--- src/sv/assert_macros.svh ---
// Assertion helpers, clocked on clk and disabled while arst_n is low.
`ifndef ASSERT_MACROS_SVH
`define ASSERT_MACROS_SVH

// Expression must hold at every edge out of reset.
`define APC_ASSERT(lbl, expr, msg) \
	lbl: assert property (@(posedge clk) disable iff (!arst_n) (expr)) else $error(msg);

// Antecedent at one edge implies consequent at the same edge.
`define APC_ASSERT_IMPL(lbl, ante, cons, msg) \
	lbl: assert property (@(posedge clk) disable iff (!arst_n) (ante) |-> (cons)) \
		else $error(msg);

`endif

--- src/sv/apc_pkg.sv ---
`timescale 1ns / 1ps
package apc_pkg;

	localparam int SAMPLE_W = 16;
	localparam int COEFF_W  = 18;
	localparam int COUNT_W  = 5;
	localparam int SAT_IN_W = 20;

	typedef enum logic [1:0] {
		REG_RUN_ENABLE    = 2'd0,
		REG_INVERT_I      = 2'd1,
		REG_STAGE_COUNT   = 2'd2,
		REG_ALLPASS_COEFF = 2'd3
	} cfg_reg_t;

	typedef struct packed {
		logic advance;
		logic active;
		logic clear;
	} cell_ctrl_t;

	function automatic logic signed [SAMPLE_W-1:0] sat_sample(
		input logic signed [SAT_IN_W-1:0] v
	);
		logic signed [SAT_IN_W-1:0] hi;
		logic signed [SAT_IN_W-1:0] lo;
		hi = SAT_IN_W'(32767);
		lo = -SAT_IN_W'(32768);
		if (v > hi) begin
			sat_sample = 16'sh7FFF;
		end else if (v < lo) begin
			sat_sample = 16'sh8000;
		end else begin
			sat_sample = v[SAMPLE_W-1:0];
		end
	endfunction

endpackage

--- src/sv/apc_cell.sv ---
`timescale 1ns / 1ps
module apc_cell import apc_pkg::*; (
	input  logic                       clk,
	input  logic                       arst_n,
	input  cell_ctrl_t                 ctrl,
	input  logic signed [COEFF_W-1:0]  coeff,
	input  logic                       v_in,
	input  logic signed [SAMPLE_W-1:0] x_in,
	input  logic signed [SAMPLE_W-1:0] q_in,
	output logic                       v_out,
	output logic signed [SAMPLE_W-1:0] x_out,
	output logic signed [SAMPLE_W-1:0] q_out
);

	logic signed [SAMPLE_W-1:0] xp_q;
	logic signed [SAMPLE_W-1:0] yp_q;
	logic                       vld_s1;
	logic signed [SAMPLE_W-1:0] x_s1;
	logic signed [SAMPLE_W-1:0] q_s1;

	logic signed [SAMPLE_W:0]               diff;
	logic signed [COEFF_W+SAMPLE_W:0]       prod;
	logic signed [COEFF_W+SAMPLE_W+1:0]     acc;
	logic signed [COEFF_W+SAMPLE_W+1-17:0]  flo;
	logic signed [SAMPLE_W-1:0]             y;

	// y = c*(x - y_prev) + x_prev, Q1.17 * Q1.15, round half up to Q1.15
	assign diff = {x_in[SAMPLE_W-1], x_in} - {yp_q[SAMPLE_W-1], yp_q};
	assign prod = (COEFF_W+SAMPLE_W+1)'(coeff) * (COEFF_W+SAMPLE_W+1)'(diff);
	assign acc  = (COEFF_W+SAMPLE_W+2)'(prod)
		+ ((COEFF_W+SAMPLE_W+2)'(xp_q) <<< 17)
		+ (COEFF_W+SAMPLE_W+2)'(65536);
	assign flo  = acc[COEFF_W+SAMPLE_W+1:17];
	assign y    = sat_sample(SAT_IN_W'(flo));

	always_ff @(posedge clk or negedge arst_n) begin
		if (!arst_n) begin
			xp_q   <= '0;
			yp_q   <= '0;
			vld_s1 <= 1'b0;
		end else begin
			if (ctrl.clear) begin
				xp_q <= '0;
				yp_q <= '0;
			end else if (ctrl.advance && v_in && ctrl.active) begin
				xp_q <= x_in;
				yp_q <= y;
			end
			if (ctrl.advance) begin
				vld_s1 <= v_in;
			end
		end
	end

	always_ff @(posedge clk) begin
		if (ctrl.advance) begin
			x_s1 <= ctrl.active ? y : x_in;
			q_s1 <= q_in;
		end
	end

	assign v_out = vld_s1;
	assign x_out = x_s1;
	assign q_out = q_s1;

endmodule

--- config.mk ---
export PLATFORM = sky130hd
export DESIGN_NAME = apc_cell
export DESIGN_NICKNAME = d
export VERILOG_FILES = /design/src/sv/assert_macros.svh /design/src/sv/apc_pkg.sv /design/src/sv/apc_cell.sv
export SDC_FILE = /design/constraint.sdc
export NUM_CORES = 1
export LEC_CHECK = 0
export ABC_CLOCK_PERIOD_IN_PS = 15370
export CAP_MARGIN = 20
export CORE_MARGIN = 2
export CORE_UTILIZATION = 65
export CTS_CLUSTER_SIZE = 16
export DETAILED_ROUTE_END_ITERATION = 12
export DONT_BUFFER_PORTS = 1
export PLACE_DENSITY = 0.78
export SETUP_SLACK_MARGIN = 0.4
export SLEW_MARGIN = 20
export SYNTH_ARGS = -nofsm -noshare
export SYNTH_HDL_FRONTEND = slang
export SYNTH_SLANG_ARGS = --single-unit
--- constraint.sdc ---
create_clock -name clk -period 15.37 [get_ports clk]
set_input_delay 0.7685 -clock clk [delete_from_list [all_inputs] [get_ports clk]]
set_output_delay 0.7685 -clock clk [all_outputs]
set_load 0.1 [all_outputs]
# Word-level counts from Yosys, hierarchy flattened

Cells that the tools add are included.

Add/subtract/negate cells: 3
Reductions and logical operators: 3
Mux-type cells: 7
Multiply operators: 1
$lt $le $gt $ge: 2

Operator list:

| kind                   | count |
|---|---|
| $mux 16                | 7 |
| $add 35x33->36         | 1 |
| $add 36x18->36 const B | 1 |
| $mul 18x17->35         | 1 |
| $gt 19x16->1 const B   | 1 |
| $lt 19x16->1 const B   | 1 |
| $sub 16x16->17         | 1 |
| $logic_and 1x1->1      | 2 |
| $reduce_bool 2->1      | 1 |

Bits in registers: 65

# Depth between registers and ports, before layout

Depth after elaboration: 9
Mapped depth: 35
Gate-level depth less buffers: 33

# Least setup slack after synthesis

Ideal clock, no wire load.

Path kind: input to register
From: input port x_in[0]
To: register x_s1[2] (netlist: x_out[2]) (data pin)
Buffers on the path: 2
Arrival: 8.488 ns
Path slack: 6.717 ns
Library setup time: 0.165 ns
Cell stages on the path: 32
Cell sequence: inv_1 ha_1 inv_1 fa_1 a21o_1 a21o_1 a21oi_1 o21ai_0 a21oi_1 o21ai_0 xor2_1 clkbuf_1 nand2_1 fa_1 inv_1 fa_1 fa_1 fa_1 fa_1 inv_1 fa_1 inv_1 ha_1 nand3_1 or4_1 a211oi_2 o21ai_1 a221oi_4 and2_4 buf_6 a21oi_1 o31ai_2

Word-level cells in the longest chain between the ends: 8

RTL lines:

| what                   | line           | source |
|---|---|---|
| start: declaration     | apc_cell.sv:8  | `input logic signed [SAMPLE_W-1:0] x_in,` |
| $sub 16x16->17 (*)     | apc_cell.sv:28 | `assign diff = {x_in[SAMPLE_W-1], x_in} - {yp_q[SAMPLE_W-1], yp_q};` |
| $mul 18x17->35 (*)     | apc_cell.sv:29 | `assign prod = (COEFF_W+SAMPLE_W+1)'(coeff) * (COEFF_W+SAMPLE_W+1)'(diff);` |
| $add 35x33->36 (*)     | apc_cell.sv:31 | `+ ((COEFF_W+SAMPLE_W+2)'(xp_q) <<< 17)` |
| $add 36x18->36 (*)     | apc_cell.sv:32 | `+ (COEFF_W+SAMPLE_W+2)'(65536);` |
| $lt 19x16->1           | apc_pkg.sv:31  | `end else if (v < lo) begin` |
| $mux 16                | apc_pkg.sv:31  |  |
| $mux 16 (*)            | apc_pkg.sv:29  | `if (v > hi) begin` |
| $mux 16 (*)            | apc_cell.sv:57 | `x_s1 <= ctrl.active ? y : x_in;` |
| end signal: assignment | apc_cell.sv:57 |  |
| end: declaration       | apc_cell.sv:18 | `logic signed [SAMPLE_W-1:0] x_s1;` |

Mark *: on every way between the ends. The rest lies on a longest branch, timed or not.
A chain may end at the register's enable or synchronous reset.

# Worst setup path in the final report

From: input port x_in[0]
To: register yp_q[2]

Word-level cells in the longest chain between the ends: 9

RTL lines:

| what                   | line           | source |
|---|---|---|
| $sub 16x16->17 (*)     | apc_cell.sv:28 |  |
| $mul 18x17->35 (*)     | apc_cell.sv:29 |  |
| $add 35x33->36 (*)     | apc_cell.sv:31 |  |
| $add 36x18->36 (*)     | apc_cell.sv:32 |  |
| $lt 19x16->1           | apc_pkg.sv:31  |  |
| $mux 16                | apc_pkg.sv:31  |  |
| $mux 16 (*)            | apc_pkg.sv:29  |  |
| $mux 16 (*)            | apc_cell.sv:45 | `end else if (ctrl.advance && v_in && ctrl.active) begin` |
| $mux 16 (*)            | apc_cell.sv:42 | `if (ctrl.clear) begin` |
| end signal: assignment | apc_cell.sv:47 | `yp_q <= y;` |
| end: declaration       | apc_cell.sv:16 | `logic signed [SAMPLE_W-1:0] yp_q;` |

Mark *: on every way between the ends. The rest lies on a longest branch, timed or not. The select of a mux whose other input is x is not followed.

==> flow_summary.toml <==
[clock_network]
cts.htree.levels = 3
cts_buffers = 9
post_cts_buffers = 0
cts.clk_slew.worst_paths_ns = 0.06
cts_root_buf = "clkbuf_16"
cts_tree = "built"
cts_resized = 0
hold_buffers = 0
clkLatencyLatePin_ns = 0.33
cts_max_path_buffers = 2
cts.sinks = 65

[sta]
slew_viol_final = 0
fin_crit_ns = 9.573
max_clock_freq_ghz = 0.1045
hold_viol_final = 0
finalWorstSetupSlack_ns = 5.797
finalCritPeriodShare = 0.6228
tns_ns = 0
slew_headroom = 0.1673
fin_skew_ns = 0.004460
holdWs_ns = 0.1261
setup_viol = 0
worst_slew_pin_slew_ns = 1.243
rsz0062_at_grt = "no"

[hold_path]
hold_path.class = "input pin to asynchronous set/reset pin"

[logic_synthesis]
synth_edf_count = 32
synth_top_area_share = 0.4388
ys_top_cells_by_area = "fa_1 44%, ha_1 10%, inv_1 10%"
synthesis.nets = 2186
synthDistinctLibCells = 58
yosys.area.top_type = "fa_1"
synthCells = 1656
async_reset_ff_frac = 0.5077
yosysSeqAreaShare = 0.1142
ys_seq_elements = 65
ys.flop_type = "dfrtp_1"
synth_area_mm2 = 0.01565
synth_commonest_cells = "425 x inv_1, 343 x fa_1, 216 x nand2_1"
synth_area_per_cell_um2 = 9.450
ys_warn_count = 0
synth.most_common_cell = "inv_1"

[routing]
wl_per_cell_um = 19.71
drt-met1-wl_um = 13800
top_layer_used = "met5"
route.met2.wl_um = 20490
ant_nets = 0
drt_iter0_drc = 927
drc = 0
wl_met3_um = 2488
wirelength_um = 38580
num_vias = 11340
drtPass1Iterations = 7
viasPerCell = 5.795

[final_layout]
nNetsFinal = 2163
syn_to_final_growth_pct = 4.461
antennaDiodeCount = 0
register_area_mm2 = 0.001787
nFillCells = 1853
multi_input_comb_area_mm2 = 0.01214
drive_gt1_frac = 0.03663

[run]
drv_cap = 0

[global_routing]
grt_pass1_wl_um = 64780
antenna_found_initial = 2
grt-ovfl-total = 0
track_usage = 0.3274
grt_max_degree = 36
grt_pass1_vias = 12790

[placed_design]
hpwlAfterDp_um = 30570
port_buffers = 0
pre_cts_ws_ns = 5.570
place.gp.congestion = 0.9792

[setup_path]
cp-end-kind = "flip-flop"
arrival_ns = 9.82
critPathRequiredTime_ns = 15.61
path_common_cell = "fa_1"
worst-path-max-fanout = 18
cpLargestDelayFamily = "adder cells"
slowest_delay_ns = 0.88
critical_path_buf_inv_count = 5
startpoint_type = "input pin"
critPathKind = "input pin to flip-flop"
slowest_stage = "xor2_2"

[die]
rows = 56
die_height_um = 159.2
core_area_mm2 = 0.02354
pin_count = 89
die_area_mm2 = 0.02533
floorplan.initialDensity = 0.6647
die_w_um = 159.2

[status]
status = "finished, final reports clean"
## routing by layer
layer,vias to the layer above,GRT usage
met2,462,0.5962
li1,4961,-
met1,5801,0.3965
met3,115,0.04324
met4,2,0.1281
met5,-,0
## metrics by stage
stage / utilization / cells / area, um^2
finish: 0.6944 / 1957 / 16350
CTS: 0.6939 / 1957 / 16340
floorplan: - / 1656 / 15650
global placement: 0.6801 / 1941 / 16010
detailed placement: 0.6801 / 1941 / 16010
global route: 0.6944 / 1957 / 16350
## area by class of cell
| type | instances | share of cell area |
|---|---|---|
| clock buffers | 9 | 0.01378 |
| clock inverters | 7 | 0.006123 |
| inverters | 426 | 0.09782 |
| multi-input cells | 1118 | 0.7426 |
| flip-flops and latches | 65 | 0.1093 |
| well taps | 319 | 0.02442 |
| repair buffers | 13 | 0.005970 |
## flip-flops by register name, indices dropped and copies added (netlist names)
name,cells
yp_q,16
q_out,16
v_out,1
xp_q,16
x_out,16
## cell families (layout without fill, tap and decap cells)
| logic type | after synthesis | after routing | share of synthesized area |
|---|---|---|---|
| AOI/OAI and AO/OA | 173 | 173 | 0.07700 |
| xor gates and xnor gates | 29 | 29 | 0.01671 |
| DFF | 65 | 65 | 0.1142 |
| buffers and inverters | 473 | 455 | 0.1140 |
| adders and majority gates | 474 | 474 | 0.5435 |
| muxes | 3 | 3 | 0.002079 |
| and+or+nand+nor | 439 | 439 | 0.1325 |
## cells in the final DEF (no fill, tap or decap), drive strengths merged, types with 9 or more instances in the layout
master,instances
inv,428
fa,343
nand2,216
ha,131
and2,92
a21oi,47
nor2,46
dfrtp,33
edfxtp,32
o21ai,32
nand3,24
xnor2,23
nor2b,17
a22o,17
buf,13
a21o,13
o31ai,13
o211ai,12
and3,9
or3,9
clkbuf,9
## path summary, 6_finish.rpt
| kind | from | to | slack, ns | depth (start not counted) |
|---|---|---|---|---|
| hold reg to reg | yp_q[1]$_DFFE_PN0P_ | yp_q[1]$_DFFE_PN0P_ | 0.49 | 2 |
| min in group clk | yp_q[1]$_DFFE_PN0P_ | yp_q[1]$_DFFE_PN0P_ | 0.49 | 2 |
| setup / recovery | x_in[0] | yp_q[2]$_DFFE_PN0P_ | 5.80 | 31 |
| setup reg to reg | yp_q[0]$_DFFE_PN0P_ | yp_q[2]$_DFFE_PN0P_ | 5.95 | 30 |
| max in group asynchronous | arst_n | yp_q[14]$_DFFE_PN0P_ | 15.16 | 0 |
| hold / removal | arst_n | xp_q[0]$_DFFE_PN0P_ | 0.13 | 0 |
Power is left out: the tool's default activity adds up to more than one toggle a clock period on the data nets, which glitch-free logic cannot reach.
